<file path="config.mk">
export PLATFORM = sky130hd
export DESIGN_NAME = virtual_region_table_unit
export DESIGN_NICKNAME = d
export VERILOG_FILES = /design/src/hw/rtl/vrt_pkg.sv /design/src/hw/rtl/virtual_region_table_unit.sv
export SDC_FILE = /design/constraint.sdc
export NUM_CORES = 2
export LEC_CHECK = 0
export BUFFER_PORTS_ARGS = -buffer_cell sky130_fd_sc_hd__buf_2
export CORE_MARGIN = 3
export CORE_UTILIZATION = 60
export DETAILED_ROUTE_END_ITERATION = 12
export PLACE_DENSITY_LB_ADDON = 0.2
export SYNTH_ARGS = -nofsm -noshare
export SYNTH_HDL_FRONTEND = slang
export SYNTH_SLANG_ARGS = --single-unit
</file>
<file path="constraint.sdc">
create_clock -name i_clk -period 24.6 [get_ports i_clk]
set_input_delay 3.69 -clock i_clk [delete_from_list [all_inputs] [get_ports i_clk]]
set_output_delay 3.69 -clock i_clk [all_outputs]
set_load 0.005 [all_outputs]
</file>
<file path="src/hw/rtl/vrt_pkg.sv">
// Package for the virtual region table: operation, status and kind codes,
// sequencer states and default geometry. No dependencies.
`default_nettype none
package vrt_pkg;
    localparam int DefTableDepth = 32;
    localparam int DefPageShift  = 12;
    localparam int DefVaBits     = 39;
    localparam logic [38:0] MappingBaseReset = 39'h0010000000;

    typedef enum logic [2:0] {
        OP_MAP    = 3'd0,
        OP_UNMAP  = 3'd1,
        OP_LOOKUP = 3'd2,
        OP_SPACE  = 3'd3,
        OP_CLEAR  = 3'd4
    } t_op;

    typedef enum logic [2:0] {
        ST_OK       = 3'd0,
        ST_NOTFOUND = 3'd1,
        ST_MISALIGN = 3'd2,
        ST_FULL     = 3'd3,
        ST_OVERLAP  = 3'd4,
        ST_NOTSTART = 3'd5,
        ST_TOOLONG  = 3'd6,
        ST_FILE_RO  = 3'd7
    } t_status;

    localparam logic [2:0] KindStack = 3'd1;
    localparam logic [2:0] KindFile  = 3'd3;
    localparam logic [2:0] KindAnon  = 3'd4;
    localparam int PermWrite  = 1;
    localparam int PermShared = 3;

    typedef enum logic [2:0] {
        S_IDLE,
        S_SCAN,
        S_DECIDE,
        S_WRITE,
        S_OUT
    } t_state;
endpackage
`default_nettype wire

</file>
<file path="src/hw/rtl/virtual_region_table_unit.sv">
// Virtual region table: one sequencer scans the table entry by entry with a
// shared compare unit. Depends on vrt_pkg.
//
// Each request runs through S_SCAN, which reads one table entry per cycle
// through the single read port, then through S_DECIDE and S_OUT.
// Requests are taken one at a time, only in S_IDLE: a new request waits until
// the result has been accepted, also while the output is stalled.
// Reset: synchronous, active low; empties the table (valid bits only) and
// loads mapping_base with 0x10000000. No clearing pass is needed.
`default_nettype none
module virtual_region_table_unit #(
    parameter int TABLE_DEPTH = vrt_pkg::DefTableDepth,
    parameter int PAGE_SHIFT  = vrt_pkg::DefPageShift,
    parameter int VA_BITS     = vrt_pkg::DefVaBits
) (
    input  wire logic i_clk,
    input  wire logic i_rst_n,
    input  wire logic i_cfg_we,
    input  wire logic [VA_BITS-1:0] i_cfg_wdata,
    input  wire logic i_s_tvalid,
    output logic      o_s_tready,
    // operation[2:0], address, length, perm[3:0], region_type[2:0],
    // file_writable, zero fill to bytes
    input  wire logic [((3+2*VA_BITS+8)+7)/8*8-1:0] i_s_tdata,
    output logic      o_m_tvalid,
    input  wire logic i_m_tready,
    // status[2:0], found_start, found_size, found_perm[3:0], found_type[2:0],
    // writeback_needed, close_file, release_start, release_pages,
    // space_address, zero fill to bytes
    output logic [((3+4*VA_BITS+9+VA_BITS-PAGE_SHIFT+1)+7)/8*8-1:0]
                      o_m_tdata
);
    import vrt_pkg::*;

    localparam int PB  = VA_BITS - PAGE_SHIFT;      // page number width
    localparam int CB  = PB + 1;                    // page count width
    localparam int IB  = (TABLE_DEPTH > 1) ? $clog2(TABLE_DEPTH) : 1;
    localparam int IDW = ((3+2*VA_BITS+8)+7)/8*8;
    localparam int ODW = ((3+4*VA_BITS+9+CB)+7)/8*8;
    localparam int ODF = 3+4*VA_BITS+9+CB;
    localparam int IDF = 3+2*VA_BITS+8;
    localparam logic [IB:0] LastIdx = (IB+1)'(TABLE_DEPTH - 1);

    // Unpack request
    logic [2:0] in_op, in_kind;
    logic [VA_BITS-1:0] in_addr, in_len;
    logic [3:0] in_perm;
    logic in_fw;
    assign in_op   = i_s_tdata[2:0];
    assign in_addr = i_s_tdata[3 +: VA_BITS];
    assign in_len  = i_s_tdata[3+VA_BITS +: VA_BITS];
    assign in_perm = i_s_tdata[3+2*VA_BITS +: 4];
    assign in_kind = i_s_tdata[7+2*VA_BITS +: 3];
    assign in_fw   = i_s_tdata[10+2*VA_BITS];

    // Table storage: valid bits in flops, fields in a memory
    logic [TABLE_DEPTH-1:0] r_valid, n_valid;
    logic [PB-1:0] mem_start [TABLE_DEPTH];
    logic [CB-1:0] mem_count [TABLE_DEPTH];
    logic [3:0]    mem_perm  [TABLE_DEPTH];
    logic [2:0]    mem_kind  [TABLE_DEPTH];

    logic [VA_BITS-1:0] r_base;
    t_state r_state, n_state;
    logic [IB:0] r_idx, n_idx;            // scan address
    logic r_rd_vld, n_rd_vld;             // read data belongs to r_rd_idx
    logic [IB-1:0] r_rd_idx, n_rd_idx;
    logic [PB-1:0] r_rd_start;
    logic [CB-1:0] r_rd_count;
    logic [3:0]    r_rd_perm;
    logic [2:0]    r_rd_kind;

    // Request registers
    logic [2:0] r_op, n_op, r_kind, n_kind;
    logic [3:0] r_perm, n_perm;
    logic r_fw, n_fw, r_misal, n_misal;
    logic [PB-1:0] r_spage, n_spage;
    logic [CB-1:0] r_pages, n_pages;     // rounded length, at least one page for map

    // Scan results
    logic r_hit, n_hit, r_ovl, n_ovl, r_free, n_free;
    logic [IB-1:0] r_hit_idx, n_hit_idx, r_free_idx, n_free_idx;
    logic [PB-1:0] r_h_start, n_h_start;
    logic [CB-1:0] r_h_count, n_h_count;
    logic [3:0] r_h_perm, n_h_perm;
    logic [2:0] r_h_kind, n_h_kind;
    logic [CB:0] r_best, n_best;          // best end page

    // Write-back request
    logic r_we, n_we;
    logic [IB-1:0] r_widx, n_widx;
    logic [PB-1:0] r_wstart, n_wstart;
    logic [CB-1:0] r_wcount, n_wcount;
    logic [3:0] r_wperm, n_wperm;
    logic [2:0] r_wkind, n_wkind;

    logic [ODF-1:0] r_res, n_res;
    logic [CB:0] rd_end;
    logic [CB:0] req_end;
    logic [CB:0] len_pg;
    logic [2:0] st;
    logic [VA_BITS-1:0] f_start, f_size, rel_start, space;
    logic [3:0] f_perm;
    logic [2:0] f_type;
    logic wb, cf;
    logic [CB-1:0] rel_pages;

    // Hold configuration
    always_ff @(posedge i_clk) begin
        if (!i_rst_n) begin
            r_base <= VA_BITS'(MappingBaseReset);
        end else if (i_cfg_we) begin
            r_base <= i_cfg_wdata;
        end
    end

    // Table memory: registered read, single write
    always_ff @(posedge i_clk) begin
        if (r_we) begin
            mem_start[r_widx] <= r_wstart;
            mem_count[r_widx] <= r_wcount;
            mem_perm[r_widx]  <= r_wperm;
            mem_kind[r_widx]  <= r_wkind;
        end
        r_rd_start <= mem_start[r_idx[IB-1:0]];
        r_rd_count <= mem_count[r_idx[IB-1:0]];
        r_rd_perm  <= mem_perm[r_idx[IB-1:0]];
        r_rd_kind  <= mem_kind[r_idx[IB-1:0]];
    end

    // Control registers
    always_ff @(posedge i_clk) begin
        if (!i_rst_n) begin
            r_state  <= S_IDLE;
            r_valid  <= '0;
            r_rd_vld <= 1'b0;
            r_we     <= 1'b0;
        end else begin
            r_state  <= n_state;
            r_valid  <= n_valid;
            r_rd_vld <= n_rd_vld;
            r_we     <= n_we;
        end
    end

    // Datapath registers
    always_ff @(posedge i_clk) begin
        r_idx <= n_idx; r_rd_idx <= n_rd_idx;
        r_op <= n_op; r_kind <= n_kind; r_perm <= n_perm; r_fw <= n_fw;
        r_misal <= n_misal; r_spage <= n_spage; r_pages <= n_pages;
        r_hit <= n_hit; r_ovl <= n_ovl; r_free <= n_free;
        r_hit_idx <= n_hit_idx; r_free_idx <= n_free_idx;
        r_h_start <= n_h_start; r_h_count <= n_h_count;
        r_h_perm <= n_h_perm; r_h_kind <= n_h_kind; r_best <= n_best;
        r_widx <= n_widx; r_wstart <= n_wstart; r_wcount <= n_wcount;
        r_wperm <= n_wperm; r_wkind <= n_wkind;
        r_res <= n_res;
    end

    // Shared compare unit operands
    assign rd_end   = {1'b0, r_rd_count} + (CB+1)'(r_rd_start);
    assign req_end  = {1'b0, r_pages} + (CB+1)'(r_spage);
    assign len_pg   = (CB+1)'(({1'b0, in_len} + (VA_BITS+1)'((1 << PAGE_SHIFT) - 1))
                      >> PAGE_SHIFT);

    // Sequencer
    always_comb begin
        n_state = r_state; n_valid = r_valid; n_idx = r_idx;
        n_rd_vld = 1'b0; n_rd_idx = r_idx[IB-1:0];
        n_op = r_op; n_kind = r_kind; n_perm = r_perm; n_fw = r_fw;
        n_misal = r_misal; n_spage = r_spage; n_pages = r_pages;
        n_hit = r_hit; n_ovl = r_ovl; n_free = r_free;
        n_hit_idx = r_hit_idx; n_free_idx = r_free_idx;
        n_h_start = r_h_start; n_h_count = r_h_count;
        n_h_perm = r_h_perm; n_h_kind = r_h_kind; n_best = r_best;
        n_we = 1'b0; n_widx = r_widx; n_wstart = r_wstart; n_wcount = r_wcount;
        n_wperm = r_wperm; n_wkind = r_wkind; n_res = r_res;
        st = ST_OK; f_start = '0; f_size = '0; f_perm = '0; f_type = '0;
        wb = 1'b0; cf = 1'b0; rel_start = '0; rel_pages = '0; space = '0;
        o_s_tready = (r_state == S_IDLE);
        o_m_tvalid = (r_state == S_OUT);
        unique case (r_state)
            S_IDLE: begin
                if (i_s_tvalid) begin
                    n_op = in_op;
                    n_kind = (in_kind > KindAnon) ? KindAnon : in_kind;
                    n_perm = in_perm; n_fw = in_fw;
                    n_misal = |in_addr[PAGE_SHIFT-1:0];
                    n_spage = in_addr[VA_BITS-1:PAGE_SHIFT];
                    // a map covers at least one page
                    n_pages = (in_op == OP_MAP && len_pg == '0) ? CB'(1)
                                                               : len_pg[CB-1:0];
                    n_hit = 1'b0; n_ovl = 1'b0; n_free = 1'b0;
                    n_hit_idx = '0; n_free_idx = '0;
                    n_best = (CB+1)'(r_base >> PAGE_SHIFT);
                    n_idx = '0;
                    n_state = S_SCAN;
                end
            end
            S_SCAN: begin
                // Issue the next read, then judge the entry read last cycle
                if (r_idx <= LastIdx) begin
                    n_rd_vld = 1'b1;
                    n_idx = r_idx + 1'b1;
                end
                if (r_rd_vld) begin
                    if (r_valid[r_rd_idx]) begin
                        if (!r_hit && ({1'b0, r_spage} >= (CB)'(r_rd_start))
                            && ((CB+1)'(r_spage) < rd_end)) begin
                            n_hit = 1'b1; n_hit_idx = r_rd_idx;
                            n_h_start = r_rd_start; n_h_count = r_rd_count;
                            n_h_perm = r_rd_perm; n_h_kind = r_rd_kind;
                        end
                        if (((CB+1)'(r_spage) < rd_end)
                            && ((CB+1)'(r_rd_start) < req_end))
                            n_ovl = 1'b1;
                        if (r_rd_kind != KindStack && rd_end > r_best)
                            n_best = rd_end;
                    end else if (!r_free) begin
                        n_free = 1'b1; n_free_idx = r_rd_idx;
                    end
                end
                if (!r_rd_vld && r_idx > LastIdx)
                    n_state = S_DECIDE;
            end
            S_DECIDE: begin
                n_state = S_OUT;
                case (r_op)
                    OP_MAP: begin
                        if (r_kind == KindFile && !r_fw && r_perm[PermWrite]
                            && r_perm[PermShared]) st = ST_FILE_RO;
                        else if (!r_free) st = ST_FULL;
                        else if (r_misal) st = ST_MISALIGN;
                        else if (req_end >= (CB+1)'(1 << PB)) st = ST_TOOLONG;
                        else if (r_ovl) st = ST_OVERLAP;
                        else begin
                            n_we = 1'b1; n_widx = r_free_idx;
                            n_wstart = r_spage; n_wcount = r_pages;
                            n_wperm = r_perm; n_wkind = r_kind;
                            n_valid[r_free_idx] = 1'b1;
                            f_start = VA_BITS'({r_spage, PAGE_SHIFT'(0)});
                            f_size = VA_BITS'({r_pages, PAGE_SHIFT'(0)});
                            f_perm = r_perm; f_type = r_kind;
                        end
                    end
                    OP_UNMAP, OP_LOOKUP: begin
                        if (!r_hit) st = ST_NOTFOUND;
                        else begin
                            f_start = VA_BITS'({r_h_start, PAGE_SHIFT'(0)});
                            f_size = VA_BITS'({r_h_count, PAGE_SHIFT'(0)});
                            f_perm = r_h_perm; f_type = r_h_kind;
                            if (r_op == OP_UNMAP) begin
                                if (r_misal || r_h_start != r_spage) st = ST_NOTSTART;
                                else if (r_pages > r_h_count) st = ST_TOOLONG;
                                else begin
                                    wb = r_h_kind == KindFile && r_h_perm[PermWrite]
                                         && r_h_perm[PermShared] && r_pages != '0;
                                    rel_start = f_start;
                                    rel_pages = r_pages;
                                    if (r_pages == r_h_count) begin
                                        n_valid[r_hit_idx] = 1'b0;
                                        f_size = '0;
                                        cf = (r_h_kind == KindFile);
                                    end else begin
                                        n_we = 1'b1; n_widx = r_hit_idx;
                                        n_wstart = r_h_start + PB'(r_pages);
                                        n_wcount = r_h_count - r_pages;
                                        n_wperm = r_h_perm; n_wkind = r_h_kind;
                                        f_start = VA_BITS'({n_wstart, PAGE_SHIFT'(0)});
                                        f_size = VA_BITS'({n_wcount, PAGE_SHIFT'(0)});
                                    end
                                end
                            end
                        end
                    end
                    OP_SPACE: begin
                        if (r_best == (CB+1)'(r_base >> PAGE_SHIFT)
                            || {r_best, PAGE_SHIFT'(0)} <= (CB+1+PAGE_SHIFT)'(r_base))
                            space = r_base;
                        else
                            space = VA_BITS'({r_best, PAGE_SHIFT'(0)});
                    end
                    OP_CLEAR: n_valid = '0;
                    default: ;
                endcase
                n_res = {space, rel_pages, rel_start, cf, wb, f_type, f_perm,
                         f_size, f_start, st};
            end
            S_WRITE: n_state = S_OUT;
            S_OUT: begin
                if (i_m_tready) n_state = S_IDLE;
            end
            default: n_state = S_IDLE;
        endcase
    end

    assign o_m_tdata = ODW'(r_res);

    logic unused_ok;
    assign unused_ok = ^{i_s_tdata[IDW-1:IDF], len_pg[CB]};

`ifndef SYNTHESIS
    a_busy: assert property (@(posedge i_clk) disable iff (!i_rst_n)
        (r_state != S_IDLE) |-> !o_s_tready) else $error("ready while busy");
    a_hold: assert property (@(posedge i_clk) disable iff (!i_rst_n)
        (o_m_tvalid && !i_m_tready) |=> o_m_tvalid && $stable(o_m_tdata))
        else $error("result dropped");
    a_clear: assert property (@(posedge i_clk) disable iff (!i_rst_n)
        (r_state == S_DECIDE && r_op == OP_CLEAR) |=> r_valid == '0)
        else $error("clear failed");
`endif
endmodule
`default_nettype wire
</file>
# After elaboration in Yosys (flattened, before gate mapping)
# Memories as Yosys holds them, arrays and structs flattened. A register that Yosys moved wholly into a read port is not among the register bits.
# Cells that the tools add are included.
[classes] addsub=6 magnitude_cmp=15 eq_ne=36 n_mux=166 bitwise=7 reduce_logical=47
[ops] cell="$mux 39" count=21
[ops] cell="$mux 32" count=10
[ops] cell="$mux 28" count=10
[ops] cell="$mux 27" count=10
[ops] cell="$pmux 39 s2" count=2
[ops] cell="$mux 29" count=4
[ops] cell="$pmux 32 s3" count=1
[ops] cell="$mux 5" count=17
[ops] cell="$mux 3" count=28
[ops] cell="$mux 4" count=16
[ops] cell="$add 28x27->29" count=2
[ops] cell="$lt 27x29->1" count=2
[ops] cell="$pmux 29 s2" count=1
[ops] cell="$pmux 28 s2" count=1
[ops] cell="$pmux 27 s2" count=1
[ops] cell="$ne 2x2->1 const B" count=21
[ops] cell="$le 41x39->1" count=1
[ops] cell="$add 39x12->40 const B" count=1
[ops] cell="$and 32x32->32" count=1
[ops] cell="$not 32->32" count=1
[ops] cell="$or 32x32->32" count=1
[ops] cell="$pmux 5 s2" count=3
[ops] cell="$eq 29x27->1" count=1
[ops] cell="$ge 29x28->1 const B" count=1
[ops] cell="46 further kinds" count=120
[word_totals] register_bits=521 ram_bits=1984 out_inout_bits=202 word_cells=316 n_memories=4
[memory_table] name="mem_count" depth=32 width=28 rd=1 rd_ports_with_merged_regs=1 write_ports=1 line_no="virtual_region_table_unit.sv:59" rtl="logic [CB-1:0] mem_count [TABLE_DEPTH];"
[memory_table] name="mem_start" depth=32 width=27 rd=1 rd_ports_with_merged_regs=1 write_ports=1 line_no="virtual_region_table_unit.sv:58" rtl="logic [PB-1:0] mem_start [TABLE_DEPTH];"
[memory_table] name="mem_perm" depth=32 width=4 rd=1 rd_ports_with_merged_regs=1 write_ports=1 line_no="virtual_region_table_unit.sv:60" rtl="logic [3:0] mem_perm [TABLE_DEPTH];"
[memory_table] name="mem_kind" depth=32 width=3 rd=1 rd_ports_with_merged_regs=1 write_ports=1 line_no="virtual_region_table_unit.sv:61" rtl="logic [2:0] mem_kind [TABLE_DEPTH];"

# Longest topological paths before layout
[depth] depth_word=12 ltp_mapped=24

# Least setup slack after synthesis
# OpenSTA, ideal clock, no wires.
[synth_timing] path_type="register -> register" startpoint="register r_state[1]" endpoint="register r_wcount[0] (enable)" arrival_time_ns=11.545 setup_slack_ns=12.555 path_stages_with_launch=5 synth_period_minus_slack_ns=12.045 path_cell_list="dfxtp_1 > nor2b_1 > nor2b_1 > o311a_1 > nor2b_1"
[synth_between] elab_chain_cells=2
[synth_rtl] element="start, declared" line_no="virtual_region_table_unit.sv:64" rtl="t_state r_state, n_state;"
[synth_rtl] element="start signal, assigned" line_no="virtual_region_table_unit.sv:139" rtl="r_state <= n_state;"
[synth_rtl] element="$eq 3x2->1" line_no="virtual_region_table_unit.sv:182" rtl="unique case (r_state)"
[synth_rtl] element="$reduce_and 12->1 (no line)"
[synth_rtl] element="end signal, assigned" line_no="virtual_region_table_unit.sv:155" rtl="r_widx <= n_widx; r_wstart <= n_wstart; r_wcount <= n_wcount;"
[synth_rtl] element="end, declared" line_no="virtual_region_table_unit.sv:93" rtl="logic [CB-1:0] r_wcount, n_wcount;"
# No other way between the ends.
# A chain may end at the register's enable or synchronous reset.

# Worst setup path after layout
[layout_timing] startpoint="register r_pages[8]" endpoint="register r_res[80], data pin"
[layout_between] elab_chain_cells=7
[layout_rtl] element="start, declared" line_no="virtual_region_table_unit.sv:78" rtl="logic [CB-1:0] r_pages, n_pages;"
[layout_rtl] element="start signal, assigned" line_no="virtual_region_table_unit.sv:150" rtl="r_misal <= n_misal; r_spage <= n_spage; r_pages <= n_pages;"
[layout_rtl] element="$add 28x27->29 (tied with other cells)" line_no="virtual_region_table_unit.sv:162" rtl="assign req_end = {1'b0, r_pages} + (CB+1)'(r_spage);"
[layout_rtl] element="$ge 29x28->1 / $mux 39 (equally long branches)" line_no="virtual_region_table_unit.sv:234, virtual_region_table_unit.sv:260"
[layout_rtl] element="$mux 39 (on tied branches)" line_no="virtual_region_table_unit.sv:234, virtual_region_table_unit.sv:254"
[layout_rtl] element="$mux 39 (on tied branches)" line_no="virtual_region_table_unit.sv:233, virtual_region_table_unit.sv:253"
[layout_rtl] element="$mux 39 (on tied branches)" line_no="virtual_region_table_unit.sv:232, virtual_region_table_unit.sv:252"
[layout_rtl] element="$mux 39 (on tied branches)" line_no="virtual_region_table_unit.sv:230, virtual_region_table_unit.sv:247"
[layout_rtl] element="$pmux 39 s2 *" line_no="virtual_region_table_unit.sv:228" rtl="case (r_op)"
[layout_rtl] element="end signal, assigned" line_no="virtual_region_table_unit.sv:157" rtl="r_res <= n_res;"
[layout_rtl] element="end, declared" line_no="virtual_region_table_unit.sv:97" rtl="logic [ODF-1:0] r_res, n_res;"
# Mark *: on every way between the ends. The rest lies on a longest branch, timed or not.

==> flow_summary_export.csv <==
group,metric,value,unit
run_status,status,"complete, no violations",
grt,grt_start_max_net_pins,120,
sta,max_slew_margin,10.1,%
synthesis,synth_top_flop_cell,"edfxtp_1",
worst_hold_path,hp-class,"reg2reg",
critical_path,slowest_delay,1.23,ns
finish,layout.nets,6585,
die,ios,342,
sta,finalClockSkew,0.0688,ns
die,die_y,425,µm
run,drv_cap,0,
synthesis,async_reset_ff_share,0,%
sta,setup_violations,0,
clock_network,numCtsBuffers,240,
finish,area_growth_syn_to_layout,11.9,%
critical_path,cp-start-kind,"flip-flop",
critical_path,slowest_stage,"a222oi_1",
finish,fin_cells,8752,
synthesis,synthesis.area,105000,µm²
grt,grt_usage,32.6,%
synthesis,syn_avg_cell_area,18.3,µm²
die,dieArea,181000,µm²
synthesis,synth-edff-count,2388,
synthesis,netlist.area_leader.share,68.0,%
finish,fin_util,67.7,%
drt,drc,0,
critical_path,worstSetupPathType,"reg2reg",
sta,finalCritPeriodShare,26.6,%
grt,grt_pass1_vias,57000,
synthesis,synthTopCellsByArea,"edfxtp_1, mux4_2, ha_1",
placed_design,io_buffers,294,
clock_network,clock_path_buffers,3,
synthesis,ys_warn_count,0,
synthesis,synth_cell_types,89,
clock_network,cts_root_buf,"clkbuf_16",
critical_path,critPathMostFrequentCell,"inv_1",
grt,antenna_found_initial,28,
placed_design,dp.cells,8289,
critical_path,r2r-start,"r_pages[8]$_SDFFCE_PP0P_",
placed_design,place_hpwl,176000,µm
worst_hold_path,hold_start,"r_idx[4]$_SDFFCE_PN0P_",
sta,worstMarginPinSlew,1.34,ns
synthesis,synthXorXnorAreaFrac,1.34,%
power_and_ir_drop,worst_ir_drop_vdd,68.7,µV
clock_network,clock_latency,0.90,ns
critical_path,cp.arrival,7.10,ns
synthesis,yosys.area.top_type,"edfxtp_1",
critical_path,path_cells,"inv_1 -> ha_1 -> a21o_1 -> a21oi_1 -> o21ai_0 -> a221oi_1 -> and2_1 -> o2bb2ai_1 -> nand2_1 -> buf_4 -> or2_2 -> nor2_1 -> a222oi_1 -> inv_1",
clock_network,cts_resized,0,
clock_network,clkTransAtPathRegs,0.06,ns
clock_network,htree_levels,4,
die,start_util,60.5,%
grt,overflow,0,
die,die_x,425,µm
sta,fin_ws,18.06,ns
sta,report.final.slew_viol_count,0,
sta,fmax,153,MHz
drt,post_drt_wl_per_cell,33.5,µm
placed_design,dp_slack,17.62,ns
synthesis,synth_seq_cells,2531,
sta,period_minus_slack,6.54,ns
critical_path,crit_start,"r_pages[8]$_SDFFCE_PP0P_",
finish,final_common_cell,"edfxtp_1",
synthesis,synthAdderAreaFrac,2.90,%
critical_path,cp_data_required_time,25.16,ns
synthesis,ys_seq_area_share,70.7,%
sta,setup_tns,0,ns
die,rows,153,
drt,num_vias,58100,
synthesis,synth_compound_area_share,4.03,%
placed_design,place_congestion,0.948,
clock_network,cts_tree,"built",
die,core-area,174000,µm²
drt,drt-pass1-iter-count,5,
drt,antenna_left,0,
drt,routed_via_density,6.64,
clock_network,numClockSinks,2531,
synthesis,yosys.area_share.simple,4.37,%
critical_path,r2r_cells,14,
power_and_ir_drop,power_density,87.1,nW/µm²
sta,hold_viol,0,
worst_hold_path,hold_path_depth,0,
sta,rsz0062_at_grt,"false",
clock_network,post_cts_buffers,0,
finish,final_cell_mix,"edfxtp_1, mux4_2, nand2_1",
synthesis,synth.area.mux_share,14.9,%
drt,drtIter0Drc,7714,
finish,drive_gt1_share,24.3,%
synthesis,synth_top_family_by_area,"multiplexers",
critical_path,critPathCaptureType,"flip-flop",
drt,wl,293000,µm
critical_path,path_max_fanout,48,
synthesis,syn_inst,5777,
grt,grt_pass1_wl,415000,µm
power_and_ir_drop,leakage,40.0,nW
clock_network,postCtsHoldBufs,0,
metrics by stage:
stage	cell area (µm²)	hold WS, ns	power (mW)
after global placement	110000	0.386	6.66
after detailed placement	110000	0.372	6.68
final	118000	0.385	10.3
after floorplan	106000	0.346	6.12
after CTS	118000	0.378	10.3
after global routing	118000	0.386	10.6
kinds of logic after synthesis:
logic type	after synthesis
buffers and inverters	459
XOR/XNOR	160
multiplexers	772
AO/OA/AOI/OAI	682
AND/OR/NAND/NOR	929
other	1
flip-flops	2531
adder cells (fa/ha/maj)	243
worst max-delay path: cells and delay by family, from the launching register on:
family	cells	cell delay, ns
adders and majority gates	1	0.31
buffers and inverters	3	0.65
AOI/OAI and AO/OA	6	2.59
DFF	1	0.76
and+or+nand+nor	4	1.89
registers in the layout (all words and copies together) (netlist names), 6 cells and up:
register and cells:
mem_count 896, mem_kind 96, mem_perm 128, mem_start 864, r_base 39, r_best 29, r_h_count 28, r_h_start 27
r_idx 6, r_pages 28, r_rd_count 28, r_rd_start 27, r_res 160, r_spage 27, r_valid 32, r_wcount 28
r_wstart 27
cell type report:
type / count / area, µm²
Tap cell: 2325 / 2910
Sequential cell: 2531 / 74600
Inverter: 169 / 636
Timing Repair Buffer: 438 / 2590
Multi-Input combinational cell: 2826 / 29500
Clock inverter: 144 / 1450
Clock buffer: 309 / 6380
Antenna cell: 10 / 25.0
Fill cell: 11200 / 56300
synth_stat cells (all sizes together) (66+ instances only):
master / instances
nor2: 197
edfxtp: 2388
buf: 98
nand2: 301
a21o: 70
ha: 235
mux2: 66
xnor2: 86
mux2i: 76
inv: 169
xor2: 74
o21ai: 210
nor2b: 78
clkbuf: 192
a21oi: 209
and2: 80
mux4: 630
dfxtp: 143
routing by layer:
| metal | GRT usage, % | part of all wire [%] |
|---|---|---|
| met5 | 0 | 0.0044 |
| met4 | 14.2 | 5.0 |
| met3 | 6.68 | 11 |
| met2 | 51.6 | 48 |
| met1 | 44.5 | 36 |
power by group:
group          switching [mW]  leakage, nW  total (mW)  internal, mW
combinational           0.999         13.3        1.76         0.757
sequential              0.129         22.9        4.88          4.75
clock                    1.63         3.81        3.65          2.02
worst paths after layout:
check / slack [ns] / end
setup / recovery: 18.06 / r_res[80]$_DFFE_PN_
hold / removal: 0.39 / r_rd_idx[4]$_DFF_P_
setup reg to reg: 18.06 / r_res[80]$_DFFE_PN_
hold reg to reg: 0.39 / r_rd_idx[4]$_DFF_P_
(Power assumes the default switching activity.)
